[src/rtl/mf3_pkg.sv]
// Shared constants and types for the 3x3 median filter.
// No dependencies; imported by every module of the block.
`timescale 1ns / 1ps
`default_nettype none

package mf3_pkg;

  // Default parameter values.
  localparam int DEF_MAX_COLS   = 1024;
  localparam int DEF_PIXEL_BITS = 8;

  // Fixed field widths.
  localparam int ROW_W      = 12;
  localparam int OUT_COL_W  = 10;
  localparam int CFG_COLS_W = 11;
  localparam int CFG_ROWS_W = 12;
  localparam int CFG_IDX_W  = 1;
  localparam int CFG_DATA_W = 12;
  localparam int OUT_USER_W = 2;

  // Frame geometry limits.
  localparam int MIN_DIM  = 3;
  localparam int MAX_ROWS = 4095;

  // Reset geometry.
  localparam logic [CFG_COLS_W-1:0] RST_FRAME_COLS = CFG_COLS_W'(640);
  localparam logic [CFG_ROWS_W-1:0] RST_FRAME_ROWS = CFG_ROWS_W'(480);

  // Configuration register indexes.
  typedef enum logic [CFG_IDX_W-1:0] {
    REG_FRAME_COLS = 1'b0,
    REG_FRAME_ROWS = 1'b1
  } cfg_reg_t;

  // Output tuser bit positions.
  localparam int USER_FILTERED = 0;
  localparam int USER_END_RUN  = 1;

endpackage

`default_nettype wire

[src/rtl/mf3_median9.sv]
// Median of nine pixels by a fixed compare-exchange network.
// Depends on mf3_pkg; purely combinational.
`timescale 1ns / 1ps
`default_nettype none

module mf3_median9
  import mf3_pkg::*;
#(
  parameter int PIXEL_BITS = DEF_PIXEL_BITS
) (
  input  wire logic [PIXEL_BITS-1:0] win [9],
  output logic      [PIXEL_BITS-1:0] median
);

  // Returns {max, min} of two pixels.
  function automatic logic [2*PIXEL_BITS-1:0] sort2(input logic [PIXEL_BITS-1:0] a,
                                                    input logic [PIXEL_BITS-1:0] b);
    if (a > b) begin
      return {a, b};
    end
    return {b, a};
  endfunction

  logic [PIXEL_BITS-1:0] p [9];

  // Nineteen exchanges leave the median in the center slot.
  always_comb begin
    for (int i = 0; i < 9; i++) begin
      p[i] = win[i];
    end
    {p[2], p[1]} = sort2(p[1], p[2]);
    {p[5], p[4]} = sort2(p[4], p[5]);
    {p[8], p[7]} = sort2(p[7], p[8]);
    {p[1], p[0]} = sort2(p[0], p[1]);
    {p[4], p[3]} = sort2(p[3], p[4]);
    {p[7], p[6]} = sort2(p[6], p[7]);
    {p[2], p[1]} = sort2(p[1], p[2]);
    {p[5], p[4]} = sort2(p[4], p[5]);
    {p[8], p[7]} = sort2(p[7], p[8]);
    {p[3], p[0]} = sort2(p[0], p[3]);
    {p[8], p[5]} = sort2(p[5], p[8]);
    {p[7], p[4]} = sort2(p[4], p[7]);
    {p[6], p[3]} = sort2(p[3], p[6]);
    {p[4], p[1]} = sort2(p[1], p[4]);
    {p[5], p[2]} = sort2(p[2], p[5]);
    {p[7], p[4]} = sort2(p[4], p[7]);
    {p[2], p[4]} = sort2(p[4], p[2]);
    {p[4], p[6]} = sort2(p[6], p[4]);
    {p[2], p[4]} = sort2(p[4], p[2]);
    median = p[4];
  end

endmodule

`default_nettype wire

[config.mk]
export PLATFORM = sky130hd
export DESIGN_NAME = mf3_median9
export DESIGN_NICKNAME = d
export VERILOG_FILES = /design/src/rtl/mf3_pkg.sv /design/src/rtl/mf3_median9.sv
export SDC_FILE = /design/constraint.sdc
export NUM_CORES = 1
export LEC_CHECK = 0
export BUFFER_PORTS_ARGS = -buffer_cell sky130_fd_sc_hd__buf_2
export CORE_MARGIN = 5
export CORE_UTILIZATION = 50
export DETAILED_ROUTE_END_ITERATION = 16
export MAX_ROUTING_LAYER = met4
export PLACE_DENSITY = 0.7
export SLEW_MARGIN = 20
export SYNTH_ARGS = -nofsm -noshare
export SYNTH_HDL_FRONTEND = slang
export SYNTH_SLANG_ARGS = --single-unit
[constraint.sdc]
create_clock -name vclk -period 22.1
set_clock_uncertainty 0.05 [all_clocks]
set_input_delay 2.21 -clock vclk [all_inputs]
set_output_delay 2.21 -clock vclk [all_outputs]
set_load 0.05 [all_outputs]
# After elaboration in Yosys (flattened, before gate mapping)
# Index checks and enable logic that the tools add are counted.
[totals]
mem_count = 0
romBits = 0
ff_bits = 0
elab_cells = 76
ramBits = 0
output_inout_bits = 8
latchBits = 0
[classes]
muxes = 57
n_reduce_logical = 0
magnitude_cmp = 19
n_eq_ne = 0
n_addsub = 0
shift = 0
mul = 0
n_div = 0
bitwise_logic = 0
[ops]
columns = ["op", "count"]
rows = [
  ["$mux W16", 30],
  ["$gt A8 B8 Y1", 19],
  ["$mux W8", 8],
  ["$mux W1", 19],
]

# Logic depth before layout (Yosys ltp)
# Gate-level depths: netlist of the first run.
[depth]
depth_word = 27
ltp_mapped = 94

# Worst setup path before layout of the first run
# No wires, ideal clock.
[synth_path]
kind = "input port to output port"
start = "input port win[1] (netlist name)"
end = "output port median[2]"
cell_stages = 86
required_ns = 19.840
arrival_time_ns = 18.329
slack_ns = 1.511
cell_sequence = "inv_1 > ha_1 > nor2b_1 > o211ai_1 > a21oi_1 > o21ai_1 > clkbuf_1 > buf_1 > nor2_1 > a21oi_1 > ha_1 > a21oi_1 > o21a_1 > a31oi_1 > o2111a_1 > nor2_2 > clkbuf_1 > mux2i_1 > [50 not listed] > a21o_1 > a211oi_1 > o221ai_1 > or2_2 > o21ai_0 > inv_1 > ha_1 > nor2b_1 > o21a_1 > o21ai_0 > nand2b_1 > a21oi_1 > o21ai_0 > o21a_1 > clkbuf_1 > nand2_1 > o22ai_1 > nor3_1"
[synth_via]
elab_chain_cells = 27
elab_cells_between_ends = 46
cone_classes = "order compare: 12; mux: 34"
[synth_rtl]
columns = ["item", "line_no", "source"]
rows = [
  ["start, declared", "mf3_median9.sv:11", "input wire logic [PIXEL_BITS-1:0] win [9],"],
  ["$gt A8 B8 Y1", "mf3_median9.sv:18", "if (a > b) begin"],
  ["$mux W1", "mf3_median9.sv:18", ""],
  ["$mux W16 (*)", "mf3_median9.sv:21", "return {b, a};"],
  ["$gt A8 B8 Y1", "mf3_median9.sv:18", ""],
  ["$mux W1", "mf3_median9.sv:18", ""],
  ["$mux W16", "mf3_median9.sv:21", ""],
  ["$gt A8 B8 Y1", "mf3_median9.sv:18", ""],
  ["$mux W1", "mf3_median9.sv:18", ""],
  ["[11 not listed]", "n/a", ""],
  ["$mux W1", "mf3_median9.sv:18", ""],
  ["$mux W16", "mf3_median9.sv:21", ""],
  ["$gt A8 B8 Y1", "mf3_median9.sv:18", ""],
  ["$mux W1", "mf3_median9.sv:18", ""],
  ["$mux W16", "mf3_median9.sv:21", ""],
  ["$gt A8 B8 Y1", "mf3_median9.sv:18", ""],
  ["$mux W1", "mf3_median9.sv:18", ""],
  ["$mux W8 (*)", "mf3_median9.sv:21", ""],
  ["end, declared", "mf3_median9.sv:12", "output logic [PIXEL_BITS-1:0] median"],
]
# Mark *: on every way between the ends. The rest lies on a longest branch, timed or not. The select of a mux whose other input is x is not followed.

# Final worst setup path of the first run
[layout_path]
start = "input port win[1] (netlist name)"
end = "output port median[3]"
# Same word-level chain as after synthesis.

==> results of run 1 <==
==> layer usage <==
| layer | share of wire | global-route usage | vias to the layer above |
|---|---|---|---|
| li1 | - | - | 3922 |
| met4 | 0.029 | 0.0587 | 0 |
| met2 | 0.44 | 0.400 | 274 |
| met1 | 0.47 | 0.331 | 3472 |
| met3 | 0.064 | 0.0149 | 38 |
| met5 | 0 | - | - |
==> worst max path at each step <==
stage           start  cells after the start  slack [ns]         to
3_5_place_dp   win[1]                     83        0.53  median[4]
3_3_place_gp   win[1]                     83        0.55  median[4]
6_report       win[1]                     84        1.24  median[3]
5_1_grt        win[1]                     84       -0.07  median[2]
4_1_cts        win[1]                     83        0.43  median[4]
2_1_floorplan  win[1]                     86        1.51  median[2]
==> cells by family (layout without fill, tap and decap cells) <==
kind of cell | count (synthesis) | in the layout
AO/OA/AOI/OAI | 335 | 336
XOR/XNOR | 2 | 2
adder cells (fa/ha/maj) | 148 | 148
buffers and inverters | 130 | 190
multiplexers | 88 | 88
AND/OR/NAND/NOR | 330 | 330
==> worst max-delay path: cells and delay by family <==
kind	cells	cell delay, ns
adder cells (fa/ha/maj)	9	2.69
AO/OA/AOI/OAI	42	8.49
AND/OR/NAND/NOR	23	3.56
buffers and inverters	10	1.62
==> layout make-up <==
type | instances | area [µm²] | share of cell area
inverter | 94 | 353 | 0.0459
multi-input combinational | 904 | 6590 | 0.857
tap | 180 | 225 | 0.0293
timing repair buffer | 96 | 520 | 0.0677
==> metrics by stage <==
| stage | TNS (ns) | setup slack (ns) |
|---|---|---|
| after floorplan | 0 | 1.51 |
| after global placement | 0 | 0.553 |
| after detailed placement | 0 | 0.532 |
| after CTS | 0 | 0.432 |
| after global routing | -0.0940 | -0.0656 |
| final | 0 | 1.24 |
==> what timing repair did <==
action	4_1_cts	5_1_grt
hold buffers	0	0
resized for setup	0	19
setup buffers	0	5
endpoints found under the setup margin	0	8
==> placed cells by master (no fill, tap or decap), drive strengths merged, types with 3 or more instances in the layout <==
cell	netlist	final
or2	10	10
o2111ai	3	3
or3	3	3
and4	3	3
nor2b	19	19
and3	14	14
a21o	20	20
mux2	26	26
ha	147	147
a21boi	7	7
nor2	92	92
o211ai	11	12
o31a	5	5
and2	11	11
o31ai	10	10
o211a	4	4
o22ai	3	3
nor3	15	15
buf	13	96
o21a	34	34
nand4	11	11
mux2i	62	62
nand3	50	50
nand2	76	76
o311ai	6	6
nand2b	20	20
inv	93	93
o21ai	91	91
a31oi	7	7
a21oi	105	105
o21bai	4	4
==> impl_metrics.py, run 1 <==
metrics = {
    "outcome": {
        "status": "finished clean",
    },
    "yosys": {
        "synthSimpleGateAreaFrac": 0.227,
        "syn_area_per_cell_um2": 6.79,
        "synth.largest_area_cell": "ha_1",
        "synth_fp_nets": 1252,
        "synth_top_family_by_area": "compound AO/OA/AOI/OAI gates",
        "synthAdderAreaFrac": 0.264,
        "synth.top_cell.area_share": 0.262,
        "synth_cell_types": 69,
        "synth_compound_area_frac": 0.301,
        "syn_inst": 1033,
        "synth.most_common_cell": "ha_1",
        "synthTopCellsByArea": "ha_1 (26%), mux2i_1 (8.6%), a21oi_1 (7.5%)",
        "synth_area_mm2": 0.00701,
        "ys_seq_area_frac": 0,
        "yosysWarnings": 0,
        "netlist_top_cells_count": "ha_1 (147), a21oi_1 (105), inv_1 (93)",
        "synthMuxAreaShare": 0.135,
        "synth-xor-area-share": 0.00250,
    },
    "route": {
        "via_count": 7706,
        "post_drt_wl_per_cell_um": 16.2,
        "ant_nets": 0,
        "firstDrtPassIters": 5,
        "drcViolationCount": 0,
        "routed_wl_um": 20700,
        "dr.first_iter.drc_count": 599,
        "vias_per_cell": 6.05,
    },
    "cells_and_area": {
        "antenna_cells": 0,
        "instances_no_fill": 1274,
        "finalNetCount": 1315,
        "design.seq.count": 0,
        "final_util": 0.556,
        "drive_above_1_share": 0.145,
        "seq_area_um2": 0,
        "stdcell_area_mm2": 0.00769,
        "syn_to_final_growth_pct": 9.63,
        "nClkBuffers": 0,
        "nFillCells": 1398,
    },
    "critical_path": {
        "worst_path_largest_cell_delay_ns": 0.53,
        "crit_path_end_kind": "primary output",
        "worst_ep_required_time_ns": 19.84,
        "cp.arrival_ns": 18.60,
        "crit_type": "primary input to primary output",
        "slowest_stage": "or4_1",
        "cp_max_fo": 21,
        "cp-start-kind": "primary input",
    },
    "placement": {
        "place_inst": 1268,
        "postPlaceCellArea_mm2": 0.00758,
        "port_buffers": 80,
        "dp.final_hpwl_um": 17700,
        "place_congestion": 1.03,
    },
    "timing": {
        "holdWs_ns": 5.23,
        "hold_viol": 0,
        "period_needed_ns": 20.86,
        "drv_slew": 0,
        "relSlewSlack": 0.293,
        "max_freq_mhz": 47.9,
        "worstMarginPinSlew_ns": 1.05,
        "min_period_over_period": 0.944,
        "finalSetupViolations": 0,
    },
    "global_route": {
        "antenna_found_initial": 0,
        "grt_pass1_wl_um": 33400,
        "grtUsageTotal": 0.245,
        "grt_max_degree": 31,
        "grt-ovfl-total": 0,
        "grt_pass1_vias": 7177,
    },
    "min_path": {
        "holdPathEnd": "median[5]",
        "min_from": "win[21]",
        "hold_depth": 6,
        "hp-class": "primary input to primary output",
    },
    "job": {
        "maxCapViolCount": 0,
    },
    "floorplanning": {
        "io_pins": 80,
        "coreArea_mm2": 0.0138,
        "dieArea_mm2": 0.0165,
        "dieHeight_um": 128,
        "die_x_um": 128,
        "rows": 43,
        "start_util": 0.507,
    },
}
Power of run 1 is left out: the tool's default activity adds up to more than one toggle a clock period on the data nets, which glitch-free logic cannot reach.
==> run 2, diff against run 1 <==
--- a/config.mk
+++ b/config.mk
@@ -9,7 +9,6 @@
 export CORE_MARGIN = 5
 export CORE_UTILIZATION = 50
 export DETAILED_ROUTE_END_ITERATION = 16
-export MAX_ROUTING_LAYER = met4
 export PLACE_DENSITY = 0.7
 export SLEW_MARGIN = 20
 export SYNTH_ARGS = -nofsm -noshare
==> run 2 against run 1 <==
Net effect:
- critical path depth down 1
- critical endpoint is now median[2]
- flip-flop and latch count unchanged
- count of clock-buffer cells in the layout did not move
==> impl_metrics.py, run 2 (synthesized netlist as in run 1, its figures left out) <==
metrics = {
    "outcome": {
        "status": "finished clean",
    },
    "cells_and_area": {
        "design.seq.count": 0,
        "syn_to_final_growth_pct": 9.22,
        "layout_common_cells": "ha_1 (147), a21oi_1 (102), inv_1 (93)",
        "finalNetCount": 1311,
        "stdcell_area_mm2": 0.00766,
        "nClkBuffers": 0,
        "drive_above_1_share": 0.142,
        "final_common_cell": "ha_1",
        "seq_area_um2": 0,
        "antenna_cells": 0,
    },
    "timing": {
        "period_needed_ns": 20.89,
        "rsz0062_at_grt": "no",
        "drv_slew": 0,
        "finalSetupViolations": 0,
        "finalSetupTns_ns": 0,
        "relSlewSlack": 0.228,
        "worstMarginPinSlew_ns": 1.14,
        "min_period_over_period": 0.945,
        "hold_viol": 0,
        "max_freq_mhz": 47.9,
    },
    "placement": {
        "dp.final_hpwl_um": 17600,
        "place_congestion": 0.977,
        "postPlaceCellArea_mm2": 0.00759,
        "port_buffers": 80,
    },
    "global_route": {
        "grt_max_degree": 31,
        "grt_pass1_vias": 6926,
        "use_met1": 0.321,
        "grt.busiest_layer": "met2",
        "antenna_found_initial": 0,
        "grt-ovfl-total": 0,
        "grt_use_met2": 0.387,
        "grt_use_met3": 0.0249,
        "grtUsageTotal": 0.233,
        "grt_pass1_wl_um": 32600,
    },
    "min_path": {
        "hp-class": "primary input to primary output",
    },
    "route": {
        "via_count": 7686,
        "dr.first_iter.drc_count": 544,
        "routed_wl_um": 20400,
        "ant_nets": 0,
        "firstDrtPassIters": 5,
        "drcViolationCount": 0,
        "vias_per_cell": 6.05,
        "post_drt_wl_per_cell_um": 16.1,
    },
    "critical_path": {
        "cp_max_fo": 21,
        "crit_path_end_kind": "primary output",
        "worst_ep_required_time_ns": 19.84,
        "worst_path_largest_cell_delay_ns": 0.59,
        "slowest_stage": "or4_1",
        "crit_path_frequent_cell": "o21ai_0",
        "cp-start-kind": "primary input",
        "cp.arrival_ns": 18.63,
        "crit_type": "primary input to primary output",
    },
    "clock_network": {
        "cts_setup_buffers": 0,
    },
    "job": {
        "maxCapViolCount": 0,
    },
    "floorplanning": {
        "dieArea_mm2": 0.0165,
        "coreArea_mm2": 0.0138,
        "io_pins": 80,
        "rows": 43,
        "die_x_um": 128,
        "dieHeight_um": 128,
        "start_util": 0.507,
    },
}
-- run 2: timing repair --
item / CTS / global route
hold buffers: 0 / 0
gates resized for setup: 0 / 19
endpoints found under the setup margin: 0 / 8
hold endpoints to repair: 0 / 0
-- run 2: path summary, 6_finish.rpt --
kind / cells after the start / from / slack, ns / end
worst max-delay path: 83 / win[7] / 1.21 / median[2]
worst min-delay path: 6 / win[21] / 5.25 / median[5]
-- run 2: worst max-delay path: cells and delay by family --
kind	cells	cell delay, ns
AOI/OAI and AO/OA	43	8.41
and+or+nand+nor	21	3.53
adders and majority gates	9	2.70
buffers and inverters	9	1.49
muxes	1	0.27
-- run 2: cell type report --
class	instances	area (µm²)
fill	1390	6170
timing repair buffer	92	490
multi-input combinational	904	6590
tap	180	225
inverter	94	353
-- run 2: per-stage QoR --
stage	cells	setup WS [ns]	utilization	hold WS, ns
6_report	1270	1.21	0.554	5.25
3_5_place_dp	1269	0.238	0.549	5.25
2_1_floorplan	1033	1.51	-	5.05
3_3_place_gp	1269	0.484	0.549	5.25
4_1_cts	1269	0.166	0.549	5.25
5_1_grt	1270	0.0343	0.554	5.29
-- run 2: layer usage --
layer | wire length (µm) | vias up
met5 | 0 | -
met4 | 583 | 0
met3 | 1450 | 33
met2 | 9090 | 259
met1 | 9330 | 3485
li1 | - | 3909
Power of run 2 is left out for the same reason.
==> run 3, diff against run 2 <==
--- a/config.mk
+++ b/config.mk
@@ -6,10 +6,11 @@
 export NUM_CORES = 1
 export LEC_CHECK = 0
 export BUFFER_PORTS_ARGS = -buffer_cell sky130_fd_sc_hd__buf_2
+export CAP_MARGIN = 0
 export CORE_MARGIN = 5
 export CORE_UTILIZATION = 50
 export DETAILED_ROUTE_END_ITERATION = 16
-export PLACE_DENSITY = 0.7
+export PLACE_DENSITY_LB_ADDON = 0.1
 export SLEW_MARGIN = 20
 export SYNTH_ARGS = -nofsm -noshare
 export SYNTH_HDL_FRONTEND = slang
==> run 3 against run 2 <==
Net effect:
- sequential share of layout area is the same
- critical path depth is the same
- worst setup slack gained 0.074 ns
- routed wire length grew 1.6%
- flip-flop and latch count is the same
- non-clock buffer count grew 5
- die area is the same
- utilization grew 0.20 points
- final area grew 0.36%
- first-iteration DRC count grew 9.0%
- fmax grew 0.36%
- cell count grew 0.47%
==> impl_metrics.py, run 3 (synthesized netlist as in run 1, its figures left out) <==
metrics = {
    "global_route": {
        "grt-ovfl-total": 0,
        "grt_use_met2": 0.397,
        "grt_max_degree": 31,
        "grt.busiest_layer": "met2",
        "grtUsageTotal": 0.237,
        "antenna_found_initial": 0,
        "grt_use_met3": 0.0432,
        "grt_pass1_vias": 6887,
        "use_met1": 0.316,
        "grt_pass1_wl_um": 32700,
    },
    "critical_path": {
        "cp-start-kind": "primary input",
        "cp_max_fo": 21,
        "slowest_stage": "or4_1",
        "worst_ep_required_time_ns": 19.84,
        "crit_type": "primary input to primary output",
        "crit_path_end_kind": "primary output",
        "cp.arrival_ns": 18.56,
        "crit_path_frequent_cell": "o21ai_0",
        "worst_path_largest_cell_delay_ns": 0.59,
    },
    "cells_and_area": {
        "design.seq.count": 0,
        "finalNetCount": 1317,
        "nClkBuffers": 0,
        "final_common_cell": "ha_1",
        "nFillCells": 1449,
        "antenna_cells": 0,
        "drive_above_1_share": 0.142,
        "layout_common_cells": "ha_1 (147), a21oi_1 (103), inv_1 (93)",
        "seq_area_um2": 0,
        "instances_no_fill": 1276,
        "syn_to_final_growth_pct": 9.61,
    },
    "placement": {
        "dp.final_hpwl_um": 18000,
        "place_congestion": 0.973,
        "port_buffers": 80,
        "place_inst": 1273,
    },
    "route": {
        "vias_per_cell": 6.02,
        "ant_nets": 0,
        "drcViolationCount": 0,
        "post_drt_wl_per_cell_um": 16.3,
        "via_count": 7684,
        "firstDrtPassIters": 5,
        "routed_wl_um": 20800,
        "dr.first_iter.drc_count": 593,
    },
    "min_path": {
        "hp-class": "primary input to primary output",
        "hold_depth": 6,
        "holdPathEnd": "median[7]",
        "min_from": "win[23]",
    },
    "floorplanning": {
        "coreArea_mm2": 0.0138,
        "start_util": 0.507,
        "rows": 43,
        "dieHeight_um": 128,
        "die_x_um": 128,
        "dieArea_mm2": 0.0165,
        "io_pins": 80,
    },
    "timing": {
        "hold_viol": 0,
        "min_period_over_period": 0.942,
        "worstMarginPinSlew_ns": 1.08,
        "finalSetupViolations": 0,
        "drv_slew": 0,
        "finalSetupTns_ns": 0,
        "period_needed_ns": 20.82,
        "max_freq_mhz": 48.0,
        "relSlewSlack": 0.271,
    },
    "job": {
        "maxCapViolCount": 0,
    },
    "clock_network": {
        "cts_hold_buf": 0,
    },
    "outcome": {
        "status": "finished clean",
    },
}
-- run 3: repair_timing --
item                       in CTS  in global routing
resized for setup               0                 10
setup endpoints to repair       0                  8
hold endpoints to repair        0                  0
buffers inserted                0                  1
-- run 3: final cells by class --
class | instances | area, µm² | share of cell area
inverters | 94 | 353 | 0.0459
repair buffers | 97 | 528 | 0.0687
multi-input cells | 905 | 6580 | 0.856
well taps | 180 | 225 | 0.0293
-- run 3: per-stage QoR --
stage | hold WS [ns] | instance area (µm²) | setup slack [ns] | util
finish | 5.26 | 7690 | 1.28 | 0.556
global placement | 5.28 | 7620 | 0.949 | 0.551
CTS | 5.29 | 7620 | 0.766 | 0.551
floorplan | 5.05 | 7010 | 1.51 | -
global route | 5.34 | 7690 | -0.0149 | 0.556
detailed placement | 5.29 | 7620 | 0.800 | 0.551
-- run 3: critical path: cells and delay by family --
| family | cells | cell delay, ns |
|---|---|---|
| AO/OA/AOI/OAI | 42 | 8.11 |
| AND/OR/NAND/NOR | 23 | 3.76 |
| multiplexers | 1 | 0.32 |
| adder cells (fa/ha/maj) | 9 | 2.77 |
| buffers and inverters | 8 | 1.33 |
-- run 3: routing by layer --
| layer | vias to the layer above | wire (µm) |
|---|---|---|
| met5 | - | 0 |
| met4 | 0 | 573 |
| met3 | 40 | 1560 |
| met2 | 218 | 9160 |
| met1 | 3489 | 9490 |
| li1 | 3937 | - |
-- run 3: worst max-delay path by stage --
| stage | startpoint | to | slack (ns) | cells past startpoint |
|---|---|---|---|---|
| 3_3_place_gp | win[1] | median[0] | 0.95 | 82 |
| 3_5_place_dp | win[1] | median[4] | 0.80 | 85 |
| 4_1_cts | win[1] | median[4] | 0.77 | 85 |
| 2_1_floorplan | win[1] | median[2] | 1.51 | 86 |
| 6_report | win[1] | median[3] | 1.28 | 83 |
| 5_1_grt | win[1] | median[3] | -0.01 | 86 |
Power of run 3 is left out for the same reason.
